`config.mk`:
```
export PLATFORM = sky130hd
export DESIGN_NAME = rgb_gradient_palette
export DESIGN_NICKNAME = d
export VERILOG_FILES = /design/src/rgp_pkg.sv /design/src/rgp_segment.sv /design/src/rgp_mid.sv /design/src/rgp_blend.sv /design/src/rgp_gamma.sv /design/src/rgb_gradient_palette.sv
export SDC_FILE = /design/constraint.sdc
export NUM_CORES = 2
export LEC_CHECK = 0
export BUFFER_PORTS_ARGS = -buffer_cell sky130_fd_sc_hd__buf_2
export CAP_MARGIN = 20
export CORE_MARGIN = 3
export CORE_UTILIZATION = 59
export CTS_CLUSTER_DIAMETER = 40
export DETAILED_ROUTE_END_ITERATION = 10
export GPL_TIMING_DRIVEN = 0
export PLACE_DENSITY_LB_ADDON = 0.25
export RECOVER_POWER = 25
export SLEW_MARGIN = 20
export SYNTH_ARGS = -nofsm -noshare
export SYNTH_HDL_FRONTEND = slang
export SYNTH_HIERARCHICAL = 1
export SYNTH_SLANG_ARGS = --single-unit
export TNS_END_PERCENT = 100
```
`constraint.sdc`:
```
create_clock -name i_clk -period 21 [get_ports i_clk]
set_clock_uncertainty 0.15 [all_clocks]
set_input_delay 3.15 -clock i_clk [delete_from_list [all_inputs] [get_ports i_clk]]
set_output_delay 3.15 -clock i_clk [all_outputs]
set_load 0.05 [all_outputs]
```
`src/rgp_pkg.sv`:
```
// rgp_pkg: shared constants, stop codes and the stop pattern tables of the
// gradient palette. No dependencies; imported by every module in src.
package rgp_pkg;

    localparam int CHANNEL_BITS_DEF       = 8;
    localparam int POSITION_FRAC_BITS_DEF = 12;

    // configuration port
    localparam int CFG_INDEX_BITS = 3;
    localparam logic [CFG_INDEX_BITS-1:0] REG_BLEND_KIND   = 3'd0;
    localparam logic [CFG_INDEX_BITS-1:0] REG_STOP_PATTERN = 3'd1;
    localparam logic [CFG_INDEX_BITS-1:0] REG_BACK_COLOUR  = 3'd2;
    localparam logic [CFG_INDEX_BITS-1:0] REG_FORE_COLOUR  = 3'd3;

    // blend kinds; the fourth code selects black
    localparam logic [1:0] BLEND_LINEAR = 2'd0;
    localparam logic [1:0] BLEND_SUM    = 2'd1;
    localparam logic [1:0] BLEND_SUB    = 2'd2;

    localparam int          PATTERN_COUNT = 9;
    localparam logic [3:0]  PATTERN_LAST  = 4'd8;
    localparam int          STOP_MAX      = 7;

    typedef enum logic [1:0] {
        STOP_BLACK = 2'd0,
        STOP_BACK  = 2'd1,
        STOP_FORE  = 2'd2
    } t_stop;

    // number of segments (stops - 1) per pattern
    localparam logic [2:0] STOP_SPAN [PATTERN_COUNT] = '{
        3'd1, 3'd2, 3'd2, 3'd2, 3'd2, 3'd3, 3'd5, 3'd4, 3'd6
    };

    localparam t_stop STOP_LIST [PATTERN_COUNT][STOP_MAX] = '{
        '{STOP_BACK,  STOP_FORE,  STOP_BLACK, STOP_BLACK, STOP_BLACK, STOP_BLACK, STOP_BLACK},
        '{STOP_BLACK, STOP_BACK,  STOP_FORE,  STOP_BLACK, STOP_BLACK, STOP_BLACK, STOP_BLACK},
        '{STOP_BACK,  STOP_FORE,  STOP_BLACK, STOP_BLACK, STOP_BLACK, STOP_BLACK, STOP_BLACK},
        '{STOP_BACK,  STOP_BLACK, STOP_FORE,  STOP_BLACK, STOP_BLACK, STOP_BLACK, STOP_BLACK},
        '{STOP_BLACK, STOP_FORE,  STOP_BACK,  STOP_BLACK, STOP_BLACK, STOP_BLACK, STOP_BLACK},
        '{STOP_BACK,  STOP_FORE,  STOP_BACK,  STOP_FORE,  STOP_BLACK, STOP_BLACK, STOP_BLACK},
        '{STOP_BACK,  STOP_FORE,  STOP_BACK,  STOP_FORE,  STOP_BACK,  STOP_FORE,  STOP_BLACK},
        '{STOP_BLACK, STOP_BACK,  STOP_FORE,  STOP_BACK,  STOP_FORE,  STOP_BLACK, STOP_BLACK},
        '{STOP_BLACK, STOP_BACK,  STOP_FORE,  STOP_BACK,  STOP_FORE,  STOP_BACK,  STOP_FORE}
    };

    function automatic logic [2:0] stop_span(input logic [3:0] pattern);
        logic [2:0] span;
        span = 3'd1;
        if (pattern <= PATTERN_LAST) begin
            span = STOP_SPAN[pattern];
        end
        return span;
    endfunction

    function automatic t_stop stop_kind(input logic [3:0] pattern, input logic [2:0] idx);
        t_stop kind;
        kind = STOP_BLACK;
        if (pattern <= PATTERN_LAST) begin
            kind = STOP_LIST[pattern][idx];
        end
        return kind;
    endfunction

endpackage

```
`src/rgp_segment.sv`:
```
// rgp_segment: first pipeline stage. Clamps the position, finds the segment
// and local position, and picks the two stop colours. Uses rgp_pkg.
module rgp_segment #(
    parameter int CHANNEL_BITS       = rgp_pkg::CHANNEL_BITS_DEF,
    parameter int POSITION_FRAC_BITS = rgp_pkg::POSITION_FRAC_BITS_DEF
) (
    input  logic                                  i_clk,
    input  logic                                  i_en,
    input  logic [POSITION_FRAC_BITS:0]           i_position,
    input  logic [1:0]                            i_blend_kind,
    input  logic [3:0]                            i_stop_pattern,
    input  logic [3*CHANNEL_BITS-1:0]             i_back,
    input  logic [3*CHANNEL_BITS-1:0]             i_fore,
    output logic [2:0][CHANNEL_BITS-1:0]          o_left,
    output logic [2:0][CHANNEL_BITS-1:0]          o_right,
    output logic [POSITION_FRAC_BITS:0]           o_t,
    output logic [1:0]                            o_kind
);
    import rgp_pkg::*;

    localparam int CB  = CHANNEL_BITS;
    localparam int PFB = POSITION_FRAC_BITS;
    localparam logic [PFB:0] POS_ONE = {1'b1, {PFB{1'b0}}};

    logic [PFB:0]   w_pos;
    logic [2:0]     w_span;
    logic [PFB+2:0] w_full;
    logic [2:0]     w_seg;
    logic [PFB+2:0] w_base;
    logic [PFB+2:0] w_tfull;
    logic           w_black;
    t_stop          w_lkind;
    t_stop          w_rkind;
    logic [2:0][CB-1:0] w_left;
    logic [2:0][CB-1:0] w_right;

    logic [2:0][CB-1:0] r_left;
    logic [2:0][CB-1:0] r_right;
    logic [PFB:0]       r_t;
    logic [1:0]         r_kind;

    function automatic logic [CB-1:0] pick(input t_stop kind, input logic [3*CB-1:0] back,
                                           input logic [3*CB-1:0] fore, input int chan);
        logic [CB-1:0] val;
        val = '0;
        case (kind)
            STOP_BACK: val = back[(2-chan)*CB +: CB];
            STOP_FORE: val = fore[(2-chan)*CB +: CB];
            default:   val = '0;
        endcase
        return val;
    endfunction

    always_comb begin
        w_pos   = (i_position > POS_ONE) ? POS_ONE : i_position;
        w_span  = stop_span(i_stop_pattern);
        w_full  = (PFB+3)'(w_pos) * (PFB+3)'(w_span);
        w_seg   = w_full[PFB+2:PFB];
        if (w_seg > w_span - 3'd1) begin
            w_seg = w_span - 3'd1;
        end
        w_base  = {w_seg, {PFB{1'b0}}};
        w_tfull = w_full - w_base;
        w_lkind = stop_kind(i_stop_pattern, w_seg);
        w_rkind = stop_kind(i_stop_pattern, w_seg + 3'd1);
        w_black = (i_stop_pattern > PATTERN_LAST) || (i_blend_kind > BLEND_SUB);
        for (int k = 0; k < 3; k++) begin
            w_left[k]  = w_black ? '0 : pick(w_lkind, i_back, i_fore, k);
            w_right[k] = w_black ? '0 : pick(w_rkind, i_back, i_fore, k);
        end
    end

    // black case travels as a linear blend of two black stops
    always_ff @(posedge i_clk) begin
        if (i_en) begin
            r_left  <= w_left;
            r_right <= w_right;
            r_t     <= w_tfull[PFB:0];
            r_kind  <= w_black ? BLEND_LINEAR : i_blend_kind;
        end
    end

    assign o_left  = r_left;
    assign o_right = r_right;
    assign o_t     = r_t;
    assign o_kind  = r_kind;

endmodule

```
`src/rgp_mid.sv`:
```
// rgp_mid: middle colour of the segment. One prep stage, then a restoring
// divider with one quotient bit per stage for the scaled-sum case. Uses rgp_pkg.
module rgp_mid #(
    parameter int CHANNEL_BITS       = rgp_pkg::CHANNEL_BITS_DEF,
    parameter int POSITION_FRAC_BITS = rgp_pkg::POSITION_FRAC_BITS_DEF
) (
    input  logic                                  i_clk,
    input  logic [CHANNEL_BITS:0]                 i_en,
    input  logic [2:0][CHANNEL_BITS-1:0]          i_left,
    input  logic [2:0][CHANNEL_BITS-1:0]          i_right,
    input  logic [POSITION_FRAC_BITS:0]           i_t,
    input  logic [1:0]                            i_kind,
    output logic [2:0][CHANNEL_BITS-1:0]          o_left,
    output logic [2:0][CHANNEL_BITS-1:0]          o_right,
    output logic [2:0][CHANNEL_BITS-1:0]          o_mid,
    output logic [POSITION_FRAC_BITS:0]           o_t,
    output logic [1:0]                            o_kind
);
    import rgp_pkg::*;

    localparam int CB  = CHANNEL_BITS;
    localparam int PFB = POSITION_FRAC_BITS;
    localparam int NW  = 2*CB + 1;
    localparam logic [CB:0] CH_MAX = {1'b0, {CB{1'b1}}};

    // prep stage
    logic [2:0][CB:0]   w_sum;
    logic [CB:0]        w_smax;
    logic [2:0][CB-1:0] w_sub;
    logic [2:0][NW-1:0] w_num;

    logic [2:0][NW-1:0] r_num;
    logic [CB:0]        r_den;
    logic [2:0][CB-1:0] r_pl, r_pr, r_palt;
    logic [PFB:0]       r_pt;
    logic [1:0]         r_pkind;
    logic               r_puse;

    // divider stages; index 0 of the source arrays is the prep stage
    logic [2:0][NW-1:0] w_srem [CB+1];
    logic [2:0][CB-1:0] w_squo [CB+1];
    logic [CB:0]        w_sden [CB+1];
    logic [2:0][NW-1:0] n_rem  [CB];
    logic [2:0][CB-1:0] n_quo  [CB];
    logic [NW-1:0]      w_dsh  [CB];

    logic [2:0][NW-1:0] r_rem  [CB];
    logic [2:0][CB-1:0] r_quo  [CB];
    logic [CB:0]        r_dden [CB];
    logic [2:0][CB-1:0] r_l    [CB];
    logic [2:0][CB-1:0] r_r    [CB];
    logic [2:0][CB-1:0] r_alt  [CB];
    logic [PFB:0]       r_t    [CB];
    logic [1:0]         r_kind [CB];
    logic               r_use  [CB];

    always_comb begin
        for (int k = 0; k < 3; k++) begin
            w_sum[k] = {1'b0, i_left[k]} + {1'b0, i_right[k]};
            w_sub[k] = (i_right[k] > i_left[k]) ? (i_right[k] - i_left[k]) : '0;
        end
        w_smax = w_sum[0];
        if (w_sum[1] > w_smax) w_smax = w_sum[1];
        if (w_sum[2] > w_smax) w_smax = w_sum[2];
        // s*M + smax/2, with M = 2^CB - 1
        for (int k = 0; k < 3; k++) begin
            w_num[k] = NW'({w_sum[k], {CB{1'b0}}}) - NW'(w_sum[k]) + NW'(w_smax[CB:1]);
        end
    end

    always_ff @(posedge i_clk) begin
        if (i_en[0]) begin
            r_num   <= w_num;
            r_den   <= w_smax;
            r_pl    <= i_left;
            r_pr    <= i_right;
            for (int k = 0; k < 3; k++) begin
                r_palt[k] <= (i_kind == BLEND_SUM) ? w_sum[k][CB-1:0] : w_sub[k];
            end
            r_pt    <= i_t;
            r_pkind <= i_kind;
            r_puse  <= (i_kind == BLEND_SUM) && (w_smax > CH_MAX);
        end
    end

    always_comb begin
        w_srem[0] = r_num;
        w_squo[0] = '0;
        w_sden[0] = r_den;
        for (int j = 0; j < CB; j++) begin
            w_srem[j+1] = r_rem[j];
            w_squo[j+1] = r_quo[j];
            w_sden[j+1] = r_dden[j];
        end
        // stage j settles quotient bit CB-1-j
        for (int j = 0; j < CB; j++) begin
            w_dsh[j] = NW'(w_sden[j]) << (CB - 1 - j);
            for (int k = 0; k < 3; k++) begin
                if (w_srem[j][k] >= w_dsh[j]) begin
                    n_rem[j][k] = w_srem[j][k] - w_dsh[j];
                    n_quo[j][k] = {w_squo[j][k][CB-2:0], 1'b1};
                end else begin
                    n_rem[j][k] = w_srem[j][k];
                    n_quo[j][k] = {w_squo[j][k][CB-2:0], 1'b0};
                end
            end
        end
    end

    always_ff @(posedge i_clk) begin
        for (int j = 0; j < CB; j++) begin
            if (i_en[j+1]) begin
                r_rem[j]  <= n_rem[j];
                r_quo[j]  <= n_quo[j];
                r_dden[j] <= w_sden[j];
                if (j == 0) begin
                    r_l[j]    <= r_pl;
                    r_r[j]    <= r_pr;
                    r_alt[j]  <= r_palt;
                    r_t[j]    <= r_pt;
                    r_kind[j] <= r_pkind;
                    r_use[j]  <= r_puse;
                end else begin
                    r_l[j]    <= r_l[j-1];
                    r_r[j]    <= r_r[j-1];
                    r_alt[j]  <= r_alt[j-1];
                    r_t[j]    <= r_t[j-1];
                    r_kind[j] <= r_kind[j-1];
                    r_use[j]  <= r_use[j-1];
                end
            end
        end
    end

    always_comb begin
        for (int k = 0; k < 3; k++) begin
            o_mid[k] = r_use[CB-1] ? r_quo[CB-1][k] : r_alt[CB-1][k];
        end
    end

    assign o_left  = r_l[CB-1];
    assign o_right = r_r[CB-1];
    assign o_t     = r_t[CB-1];
    assign o_kind  = r_kind[CB-1];

endmodule

```
`src/rgp_blend.sv`:
```
// rgp_blend: half selection and interpolation, three stages
// (select, multiply, round). Uses rgp_pkg.
module rgp_blend #(
    parameter int CHANNEL_BITS       = rgp_pkg::CHANNEL_BITS_DEF,
    parameter int POSITION_FRAC_BITS = rgp_pkg::POSITION_FRAC_BITS_DEF
) (
    input  logic                                  i_clk,
    input  logic [2:0]                            i_en,
    input  logic [2:0][CHANNEL_BITS-1:0]          i_left,
    input  logic [2:0][CHANNEL_BITS-1:0]          i_right,
    input  logic [2:0][CHANNEL_BITS-1:0]          i_mid,
    input  logic [POSITION_FRAC_BITS:0]           i_t,
    input  logic [1:0]                            i_kind,
    output logic [2:0][CHANNEL_BITS-1:0]          o_colour
);
    import rgp_pkg::*;

    localparam int CB  = CHANNEL_BITS;
    localparam int PFB = POSITION_FRAC_BITS;
    localparam int PW  = CB + PFB + 3;
    localparam logic [PFB+1:0] POS_ONE_W = {2'b01, {PFB{1'b0}}};
    localparam logic [PFB:0]   POS_HALF  = {2'b01, {(PFB-1){1'b0}}};

    logic [PFB+1:0]     w_t2;
    logic [PFB+1:0]     w_t2m;
    logic [2:0][CB-1:0] r_a, r_b;
    logic [PFB:0]       r_tt;

    logic signed [CB:0]    w_diff [3];
    logic signed [PFB+1:0] w_tts;
    logic signed [PW-1:0]  r_prod [3];
    logic [2:0][CB-1:0]    r_a2;

    logic signed [PW-1:0] w_acc [3];
    logic [2:0][CB-1:0]   r_colour;

    assign w_t2  = {i_t, 1'b0};
    assign w_t2m = w_t2 - POS_ONE_W;

    // select: linear uses the whole segment, the other kinds one half of it
    always_ff @(posedge i_clk) begin
        if (i_en[0]) begin
            if (i_kind == BLEND_LINEAR) begin
                r_a  <= i_left;
                r_b  <= i_right;
                r_tt <= i_t;
            end else if (i_t < POS_HALF) begin
                r_a  <= i_left;
                r_b  <= i_mid;
                r_tt <= w_t2[PFB:0];
            end else begin
                r_a  <= i_mid;
                r_b  <= i_right;
                r_tt <= w_t2m[PFB:0];
            end
        end
    end

    // a*(P-t) + b*t = a*P + (b-a)*t
    assign w_tts = $signed({1'b0, r_tt});
    always_comb begin
        for (int k = 0; k < 3; k++) begin
            w_diff[k] = $signed({1'b0, r_b[k]}) - $signed({1'b0, r_a[k]});
        end
    end

    always_ff @(posedge i_clk) begin
        if (i_en[1]) begin
            for (int k = 0; k < 3; k++) begin
                r_prod[k] <= w_diff[k] * w_tts;
            end
            r_a2 <= r_a;
        end
    end

    always_comb begin
        for (int k = 0; k < 3; k++) begin
            w_acc[k] = $signed({3'b000, r_a2[k], {PFB{1'b0}}}) + r_prod[k]
                     + $signed(PW'(POS_HALF));
        end
    end

    // the rounded result never exceeds full scale
    always_ff @(posedge i_clk) begin
        if (i_en[2]) begin
            for (int k = 0; k < 3; k++) begin
                r_colour[k] <= w_acc[k][PFB +: CB];
            end
        end
    end

    assign o_colour = r_colour;

endmodule

```
`src/rgp_gamma.sv`:
```
// rgp_gamma: squaring gamma step, round(c*c / M) with M = 2^CB - 1.
// Two stages: square, then divide by M with one correction. Uses rgp_pkg.
module rgp_gamma #(
    parameter int CHANNEL_BITS = rgp_pkg::CHANNEL_BITS_DEF
) (
    input  logic                         i_clk,
    input  logic [1:0]                   i_en,
    input  logic [2:0][CHANNEL_BITS-1:0] i_colour,
    output logic [2:0][CHANNEL_BITS-1:0] o_gamma
);
    import rgp_pkg::*;

    localparam int CB = CHANNEL_BITS;
    localparam logic [CB:0]     CH_MAX  = {1'b0, {CB{1'b1}}};
    localparam logic [2*CB-1:0] HALF_MAX = {{(CB+1){1'b0}}, {(CB-1){1'b1}}};

    logic [2*CB-1:0] r_sq [3];
    logic [2*CB-1:0] w_x  [3];
    logic [CB-1:0]   w_q0 [3];
    logic [CB:0]     w_rem [3];
    logic [2:0][CB-1:0] r_gamma;

    always_ff @(posedge i_clk) begin
        if (i_en[0]) begin
            for (int k = 0; k < 3; k++) begin
                r_sq[k] <= (2*CB)'(i_colour[k]) * (2*CB)'(i_colour[k]);
            end
        end
    end

    // x/M: x>>CB is at most one short, since x = q0*M + (low + q0)
    always_comb begin
        for (int k = 0; k < 3; k++) begin
            w_x[k]   = r_sq[k] + HALF_MAX;
            w_q0[k]  = w_x[k][2*CB-1:CB];
            w_rem[k] = {1'b0, w_x[k][CB-1:0]} + {1'b0, w_q0[k]};
        end
    end

    always_ff @(posedge i_clk) begin
        if (i_en[1]) begin
            for (int k = 0; k < 3; k++) begin
                r_gamma[k] <= w_q0[k] + CB'(w_rem[k] >= CH_MAX);
            end
        end
    end

    assign o_gamma = r_gamma;

endmodule

```
`src/rgb_gradient_palette.sv`:
```
// rgb_gradient_palette: top level. Configuration registers, pipeline valid
// and enable control; instantiates rgp_segment, rgp_mid, rgp_blend, rgp_gamma.
//
//  channel  | direction | handshake            | payload
//  ---------+-----------+----------------------+-------------------------------
//  position | in        | i_valid / o_ready    | i_position
//  colour   | out       | o_valid / i_ready    | o_red_out, o_green_out, o_blue_out
//  config   | in        | i_cfg_we (no wait)   | i_cfg_index, i_cfg_data
//
// One request per clock while o_ready is high; the bit-per-stage divider for the
// scaled-sum middle colour sets the pipeline depth.
// Reset is synchronous, active low; clears valid bits and config, fore to ones.
// Each stage holds while the stages after it are full and the output is not
// taken, so bubbles close up; o_ready drops only when every stage is full.
module rgb_gradient_palette #(
    parameter int CHANNEL_BITS       = rgp_pkg::CHANNEL_BITS_DEF,
    parameter int POSITION_FRAC_BITS = rgp_pkg::POSITION_FRAC_BITS_DEF
) (
    input  logic                                  i_clk,
    input  logic                                  i_rst_n,
    input  logic                                  i_valid,
    output logic                                  o_ready,
    input  logic [POSITION_FRAC_BITS:0]           i_position,
    output logic                                  o_valid,
    input  logic                                  i_ready,
    output logic [CHANNEL_BITS-1:0]               o_red_out,
    output logic [CHANNEL_BITS-1:0]               o_green_out,
    output logic [CHANNEL_BITS-1:0]               o_blue_out,
    input  logic                                  i_cfg_we,
    input  logic [rgp_pkg::CFG_INDEX_BITS-1:0]    i_cfg_index,
    input  logic [3*CHANNEL_BITS-1:0]             i_cfg_data
);
    import rgp_pkg::*;

    localparam int CB  = CHANNEL_BITS;
    localparam int PFB = POSITION_FRAC_BITS;
    // segment, prep, CB divider stages, select, multiply, round, square, output
    localparam int NST      = CB + 7;
    localparam int ST_MID   = 1;
    localparam int ST_BLEND = CB + 2;
    localparam int ST_GAMMA = CB + 5;

    // configuration registers
    logic [1:0]       r_blend_kind;
    logic [3:0]       r_stop_pattern;
    logic [3*CB-1:0]  r_back;
    logic [3*CB-1:0]  r_fore;

    always_ff @(posedge i_clk) begin
        if (!i_rst_n) begin
            r_blend_kind   <= BLEND_LINEAR;
            r_stop_pattern <= '0;
            r_back         <= '0;
            r_fore         <= '1;
        end else if (i_cfg_we) begin
            unique case (i_cfg_index)
                REG_BLEND_KIND:   r_blend_kind   <= i_cfg_data[1:0];
                REG_STOP_PATTERN: r_stop_pattern <= i_cfg_data[3:0];
                REG_BACK_COLOUR:  r_back         <= i_cfg_data;
                REG_FORE_COLOUR:  r_fore         <= i_cfg_data;
                default: ;  // indexes past the list are dropped
            endcase
        end
    end

    // pipeline control: a stage loads when it is empty or some later stage
    // has room (or the output is being taken)
    logic [NST-1:0] r_valid;
    logic [NST-1:0] n_valid;
    logic [NST-1:0] w_en;

    for (genvar k = 0; k < NST; k++) begin : g_en
        assign w_en[k] = i_ready || !(&r_valid[NST-1:k]);
    end

    assign n_valid = (w_en & {r_valid[NST-2:0], i_valid}) | (~w_en & r_valid);

    always_ff @(posedge i_clk) begin
        if (!i_rst_n) begin
            r_valid <= '0;
        end else begin
            r_valid <= n_valid;
        end
    end

    assign o_ready = w_en[0];
    assign o_valid = r_valid[NST-1];

    // datapath
    logic [2:0][CB-1:0] w_seg_left, w_seg_right;
    logic [PFB:0]       w_seg_t;
    logic [1:0]         w_seg_kind;
    logic [2:0][CB-1:0] w_mid_left, w_mid_right, w_mid_mid;
    logic [PFB:0]       w_mid_t;
    logic [1:0]         w_mid_kind;
    logic [2:0][CB-1:0] w_colour;
    logic [2:0][CB-1:0] w_gamma;

    rgp_segment #(
        .CHANNEL_BITS       (CB),
        .POSITION_FRAC_BITS (PFB)
    ) u_segment (
        .i_clk          (i_clk),
        .i_en           (w_en[0]),
        .i_position     (i_position),
        .i_blend_kind   (r_blend_kind),
        .i_stop_pattern (r_stop_pattern),
        .i_back         (r_back),
        .i_fore         (r_fore),
        .o_left         (w_seg_left),
        .o_right        (w_seg_right),
        .o_t            (w_seg_t),
        .o_kind         (w_seg_kind)
    );

    rgp_mid #(
        .CHANNEL_BITS       (CB),
        .POSITION_FRAC_BITS (PFB)
    ) u_mid (
        .i_clk   (i_clk),
        .i_en    (w_en[ST_MID +: CB+1]),
        .i_left  (w_seg_left),
        .i_right (w_seg_right),
        .i_t     (w_seg_t),
        .i_kind  (w_seg_kind),
        .o_left  (w_mid_left),
        .o_right (w_mid_right),
        .o_mid   (w_mid_mid),
        .o_t     (w_mid_t),
        .o_kind  (w_mid_kind)
    );

    rgp_blend #(
        .CHANNEL_BITS       (CB),
        .POSITION_FRAC_BITS (PFB)
    ) u_blend (
        .i_clk    (i_clk),
        .i_en     (w_en[ST_BLEND +: 3]),
        .i_left   (w_mid_left),
        .i_right  (w_mid_right),
        .i_mid    (w_mid_mid),
        .i_t      (w_mid_t),
        .i_kind   (w_mid_kind),
        .o_colour (w_colour)
    );

    rgp_gamma #(
        .CHANNEL_BITS (CB)
    ) u_gamma (
        .i_clk    (i_clk),
        .i_en     (w_en[ST_GAMMA +: 2]),
        .i_colour (w_colour),
        .o_gamma  (w_gamma)
    );

    assign o_red_out   = w_gamma[0];
    assign o_green_out = w_gamma[1];
    assign o_blue_out  = w_gamma[2];

`ifndef SYNTH
    // an accepted request always lands in the first stage
    a_accept_lands: assert property (@(posedge i_clk) disable iff (!i_rst_n)
        (i_valid && o_ready) |=> r_valid[0])
        else $error("accepted request missing from first stage");

    // back pressure reaches the input only with every stage full
    a_full_when_stalled: assert property (@(posedge i_clk) disable iff (!i_rst_n)
        !o_ready |-> (&r_valid))
        else $error("input stalled while the pipeline has a bubble");

    // a held output stays held, payload included
    a_output_kept: assert property (@(posedge i_clk) disable iff (!i_rst_n)
        (o_valid && !i_ready) |=>
            (o_valid && $stable({o_red_out, o_green_out, o_blue_out})))
        else $error("stalled output changed");

    // pattern writes land in the register
    a_pattern_write: assert property (@(posedge i_clk) disable iff (!i_rst_n)
        (i_cfg_we && i_cfg_index == REG_STOP_PATTERN) |=>
            (r_stop_pattern == $past(i_cfg_data[3:0])))
        else $error("stop pattern write lost");
`endif

endmodule
```
Yosys cells after proc, flatten, opt, wreduce, memory -nomap -nowiden

Memory sizes are Yosys's and may differ from the RTL's.
Index checks and enable logic that the tools add are counted.

Bits of input ports: 45
Memories: 13
Bits in read-only memories: 272
Bits in registers: 413
Output and inout bits: 26
Memory bits (writable): 1493

Memory list:

| memory           | depth | bits a word | rd ports | clocked after memory_dff | write ports | RTL line      | text |
|---|---|---|---|---|---|---|---|
| u_mid.r_rem      | 8     | 51          | 7        | 0                        | 8           | rgp_mid.sv:47 | `logic [2:0][NW-1:0] r_rem [CB];` |
| (name not given) | 16    | 14          | 1        | 0                        | 0           | rgp_pkg.sv:60 | `kind = STOP_LIST[pattern][idx];` |
| u_mid.r_alt      | 8     | 24          | 8        | 0                        | 8           | rgp_mid.sv:52 | `logic [2:0][CB-1:0] r_alt [CB];` |
| u_mid.r_l        | 8     | 24          | 8        | 0                        | 8           | rgp_mid.sv:50 | `logic [2:0][CB-1:0] r_l [CB];` |
| u_mid.r_quo      | 8     | 24          | 8        | 0                        | 8           | rgp_mid.sv:48 | `logic [2:0][CB-1:0] r_quo [CB];` |
| u_mid.r_r        | 8     | 24          | 8        | 0                        | 8           | rgp_mid.sv:51 | `logic [2:0][CB-1:0] r_r [CB];` |
| +7 memories      | -     | -           | -        | -                        | -           | -             |  |

Reduce and logical (&&, ||, !) cells: 52
Equality and inequality tests: 8
Bitwise gates (word level): 7
$mul: 7
Muxes and demuxes: 106
$add $sub $neg: 58
$lt $le $gt $ge: 42

Operators by type and width:

| operator                                                          | number |
|---|---|
| 17-bit 2-to-1 mux                                                 | 24 |
| 17-bit by 9-bit subtractor with 17-bit output                     | 6 |
| 24-bit 2-to-1 mux                                                 | 4 |
| 8-bit one-hot mux with 2 select lines                             | 6 |
| 8-bit 2-to-1 mux                                                  | 9 |
| 9-bit by 14-bit multiplier with 23-bit output                     | 3 |
| 20-bit by 13-bit adder with 20-bit output (second input constant) | 3 |
| 20-bit adder                                                      | 3 |
| 8-bit by 8-bit adder with 9-bit output                            | 6 |
| 17-bit by 8-bit adder with 17-bit output                          | 3 |
| 17-bit by 10-bit greater-or-equal comparator with 1-bit output    | 3 |
| 17-bit by 11-bit greater-or-equal comparator with 1-bit output    | 3 |
| 17-bit by 12-bit greater-or-equal comparator with 1-bit output    | 3 |
| 17-bit by 13-bit greater-or-equal comparator with 1-bit output    | 3 |
| 17-bit by 14-bit greater-or-equal comparator with 1-bit output    | 3 |
| 17-bit by 15-bit greater-or-equal comparator with 1-bit output    | 3 |
| 17-bit by 16-bit greater-or-equal comparator with 1-bit output    | 3 |
| 17-bit by 9-bit greater-or-equal comparator with 1-bit output     | 3 |
| 17-bit by 10-bit subtractor with 17-bit output                    | 3 |
| 17-bit by 11-bit subtractor with 17-bit output                    | 3 |
| 17-bit by 12-bit subtractor with 17-bit output                    | 3 |
| 17-bit by 13-bit subtractor with 17-bit output                    | 3 |
| 17-bit by 14-bit subtractor with 17-bit output                    | 3 |
| 17-bit by 15-bit subtractor with 17-bit output                    | 3 |
| 58 further kinds                                                  | 171 |

Longest topological paths before layout

Word-level depth: 16
Depth in mapped cells: 42
Depth with buffers taken out: 39

Hierarchy

Netlist, hierarchy kept.

Modules (own cells, without submodules):

| module               | area an instance (um^2) | times used | seq. area each (um^2) | cells an instance |
|---|---|---|---|---|
| rgp_mid              | 59435.8                 | 1          | 41439.7               | 4003 |
| rgp_blend            | 16656.0                 | 1          | 4083.9                | 1537 |
| rgp_gamma            | 9186.3                  | 1          | 2072.0                | 955 |
| rgp_segment          | 4649.5                  | 1          | 1891.8                | 483 |
| rgb_gradient_palette | 2582.5                  | 1          | 1381.3                | 310 |

Worst setup path after synthesis

Ideal clock, no wire load.

Kind: input port to flip-flop
Start point: in i_position[11]
End point: reg u_segment.r_right, in the netlist u_segment/o_right[10], data pin
Slack: 11.344 ns
Stages: 34
Arrival: 9.240 ns
Library setup time: 0.266 ns
Cells stage by stage: nor4_1 -> a31oi_1 -> nor2_1 -> nand2_1 -> fa_1 -> inv_1 -> ha_1 -> inv_1 -> fa_1 -> nor2b_4 -> o31a_4 -> a21oi_4 -> a21oi_1 -> xor2_1 -> inv_1 -> ha_1 -> a21oi_1 -> clkbuf_1 -> nand3_1 -> mux2i_1 -> a311oi_1 -> a211oi_2 -> inv_1 -> ha_1 -> inv_1 -> o21ai_0 -> o31ai_1 -> o221ai_1 -> nor3_1 -> or2_1 -> ha_1 -> a211o_1 -> clkbuf_1 -> nor2_1

Longest elaborated chain between the ends: 13
Elaborated cells between the ends (all ways): 14
Those cells by class: 1 x add/sub; 1 x mul; 2 x order compare; 2 x eq/ne; 7 x mux; 1 x bitwise

RTL lines:

| what                                                                                         | RTL line                   | text |
|---|---|---|
| from (decl)                                                                                  | rgb_gradient_palette.sv:23 | `input logic [POSITION_FRAC_BITS:0] i_position,` |
| 13-bit > comparator                                                                          | rgp_segment.sv:55          | `w_pos = (i_position > POS_ONE) ? POS_ONE : i_position;` |
| 13-bit 2-to-1 mux *                                                                          | rgp_segment.sv:55          |  |
| 13-bit by 3-bit multiplier with 15-bit output *                                              | rgp_segment.sv:57          | `w_full = (PFB+3)'(w_pos) * (PFB+3)'(w_span);` |
| 3-bit > comparator                                                                           | rgp_segment.sv:59          | `if (w_seg > w_span - 3'd1) begin` |
| 3-bit 2-to-1 mux *                                                                           | rgp_segment.sv:59          |  |
| 3-bit by 1-bit adder with 3-bit output *                                                     | rgp_segment.sv:65          | `w_rkind = stop_kind(i_stop_pattern, w_seg + 3'd1);` |
| 3-bit NOT with 4-bit output (implied by the code) *                                          | rgp_pkg.sv:60              |  |
| 2-bit binary-select mux with 3-bit select *                                                  | rgp_pkg.sv:60              |  |
| 2-bit 2-to-1 mux (implied by the code) * (2 in a row)                                        | rgp_pkg.sv:60              |  |
| 2-bit 2-to-1 mux *                                                                           | rgp_pkg.sv:59              | `if (pattern <= PATTERN_LAST) begin` |
| 2-bit equality test / 2-bit by 1-bit equality test with 1-bit output (equally long branches) | rgp_segment.sv:46          | `case (kind)` |
| 8-bit one-hot mux with 2 select lines *                                                      | rgp_segment.sv:46          |  |
| to (signal assigned)                                                                         | rgp_segment.sv:77          | `r_right <= w_right;` |
| to (decl)                                                                                    | rgp_segment.sv:38          | `logic [2:0][CB-1:0] r_right;` |

Mark *: on every way between the ends. The rest lies on a longest branch, timed or not. The select of a mux whose other input is x is not followed.
A chain may end at the register's enable or synchronous reset.

Worst setup path after layout

Start point: in i_position[6]
End point: reg u_segment.r_right, in the netlist u_segment/o_right[16], data pin

The elaborated chain is that of the path after synthesis.

==> results.md <==
* Reg2reg path depth at 41
* H-tree levels at 4
* Leading area contributor after synthesis: edfxtp_1
* Crit-path max cell delay at 0.56 ns
* Multi-input logic area at 37,800 um2
* Fraction of layout cells with a size suffix above 1 at 10.0%
* Total placed cells including tap cells at 9,423
* Clock buffer count from CTS at 209
* Area post-placement at 96,100 um2
* Fin area at 103,000 um2
* Distinct cells, synth at 118
* Final GP Congestion at 0.930
* ANT nets after route at 0
* Initial drt markers at 3,389
* Critical Path AT at 11.16 ns
* Die area at 162,000 um2
* Clock Path Buffers at 3
* Initial antenna violation count at 3
* Sequential-to-total area share from yosys stat at 55.0%
* Setup Buffers After CTS at 0
* Crit path max fanout at 10
* Crit path launch type: input pin
* Core area at 155,000 um2
* Top cells by count, synth: edfxtp_1 (1,648), inv_1 (735), ha_1 (628), nand2_1 (517), nor2_1 (437)
* Setup tns final at 0 ns
* Vias in the first global route at 56,600
* Final HPWL from detailed placement at 145 mm
* Synth top area share at 53.5%
* Relative slew slack at 22.5%
* Maximum capacitance violations at 0
* RSZ-0062 raised after global routing: false
* Area delta synth->final at 11.7%
* Final hold vios at 0
* Most frequent cell after synthesis: edfxtp_1
* CTS Sinks at 1,717
* Slew @ Worst Pin at 1.15 ns
* Grt met3 use at 3.56%
* Async SR Flop Fraction at 0%
* Remaining global-route overflow at 0
* Gr usage total at 24.3%
* GR Layer Usage met1 at 30.1%
* Final setup violation count at 0
* Ys Warns at 6
* Clock Latency Late Sink at 0.84 ns
* Row count at 144
* Clock Pin Slew Worst Setup and Hold Paths at 0.06 ns
* Most common cell on crit path: inv_1
* Fill cells at 11,000
* Hold Crit Depth at 0
* Routed vias/inst at 5.60
* Top cells by area, synth: edfxtp_1 (53%), ha_1 (8.5%), fa_1 (7.7%), inv_1 (3.0%), xnor2_1 (2.7%)
* Max Clk Rate at 0.0934 GHz
* Die Wd at 402 um
* Number of flops mapped to enable cells by yosys at 1,648
* # IOs at 71
* Register area at 50,900 um2
* M2 GR Usage at 41.9%
* Via count at 55,000
* Mapped Nets at 8,315
* Worst EP required at 21.45 ns
* Avg WL per Cell at 19.8 um
* Ys flop type: edfxtp_1
* Die H at 402 um
* First-pass GRT wire length at 308 mm
* Initial Utilization at 59.7%
* Largest net degree at the start of global routing at 92
* DRC at 0
* Post-Syn Instances at 7,288
* Hold crit path type: reg2reg
* Fin crit share at 51.0%
* Port-buffer cells at 70
* Pins Over Slew Limit at 0
* Setup crit end kind: flop
* Hold-fix buffers at CTS at 0
* WS Path Type: in2reg
* Quantity of gates resized following cts at 0
* Pre-Repair DR Iteration Count at 6
* Final Non-Filler Cells at 9,819
* DRT Wirelength at 194 mm
* Busiest metal layer after global routing: met2
* Tmin final at 10.71 ns
* Post-Syn Area per Cell at 12.7 um2
* Mapped Area at 92,500 um2
* CTS tree: yes
* Critical path's slowest cell: nor2_1
* Seq cells post-synth at 1,717
* # nets final at 8,617
* Clock Tree Root: clkbuf_16
* Status: completed
==> flip-flops by register name, indices dropped and copies added, names as in the netlist, 27 cells and up <==
| name | count |
|---|---|
| u_mid/r_r | 192 |
| u_blend/r_prod | 27 |
| u_mid/r_num | 51 |
| u_mid/r_alt | 192 |
| u_mid/r_rem | 357 |
| u_mid/r_l | 192 |
| u_mid/r_quo | 108 |
| u_mid/r_t | 104 |
| u_mid/r_dden | 63 |
| u_gamma/r_sq | 45 |
==> placed cells by master (no fill, tap or decap), types with 65 or more instances in the layout <==
cell	netlist	layout
edfxtp_1	1648	1648
fa_1	354	354
clkbuf_16	0	210
o21ai_0	253	253
buf_4	65	65
nand4_1	65	65
a21o_1	77	77
ha_1	628	628
clkbuf_1	139	157
a21boi_0	93	93
xnor2_1	286	283
xor2_1	126	125
and2_1	241	241
nand3_1	92	88
nand2b_1	121	120
nor2b_1	123	123
nor2_1	437	437
a21oi_1	266	266
dfxtp_1	69	69
nor3_1	97	97
mux2_2	144	144
nand2_1	517	513
buf_2	19	89
inv_1	735	730
==> final timing paths <==
check                                              to                start  slack, ns
worst min register to register        u_mid/r_t[0][9]        u_mid/r_pt[9]       0.23
worst max register to register        u_mid/r_num[28]  u_segment/o_left[1]      10.97
worst max-delay path            u_segment/o_right[16]        i_position[6]      10.29
worst min-delay path                  u_mid/r_t[0][9]        u_mid/r_pt[9]       0.23
==> critical path: cells and delay by family <==
family,cells,cell delay (ns)
adders and majority gates,6,1.94
xor gates and xnor gates,1,0.25
buffers and inverters,8,1.17
muxes,1,0.19
and+or+nand+nor,8,2.11
AOI/OAI and AO/OA,11,2.35
==> kinds of logic (layout without fill, tap and decap cells) <==
group	count (synthesis)	in the layout	share of synthesized area [%]
compound gates	1075	1075	7.55
flops	1717	1717	55.0
buf+inv	976	1460	4.32
fa+ha+maj	988	988	16.2
simple gates	1915	1915	10.5
xor+xnor	419	419	4.07
other cells	0	3	0
mux	198	198	2.35
==> routing by layer <==
layer  wire length [um]  vias to the layer above
met1              78500                    26600
met3               9180                      442
li1                   -                    26500
met4              10200                        2
met5                 12                        -
met2              96300                     1457
==> layout make-up <==
| type | count | area share [%] |
|---|---|---|
| inverters | 740 | 2.72 |
| clock inverters | 165 | 1.87 |
| diodes | 3 | 0.00726 |
| flip-flops and latches | 1717 | 49.2 |
| repair buffers | 91 | 0.869 |
| plain buffers | 236 | 1.18 |
| multi-input cells | 4595 | 36.5 |
| clock buffers | 228 | 5.15 |
| well taps | 2044 | 2.47 |
==> through the flow <==
stage | hold slack (ns) | setup WS [ns] | util [%]
global route | 0.237 | 9.82 | 66.7
CTS | 0.236 | 10.49 | 66.7
floorplan | 0.250 | 11.34 | -
global placement | 0.252 | 8.83 | 61.6
detailed placement | 0.255 | 9.63 | 62.0
finish | 0.229 | 10.29 | 66.7
Power is not shown: default switching activity piles up to over one toggle a cycle in this logic, so the estimate is an artifact.
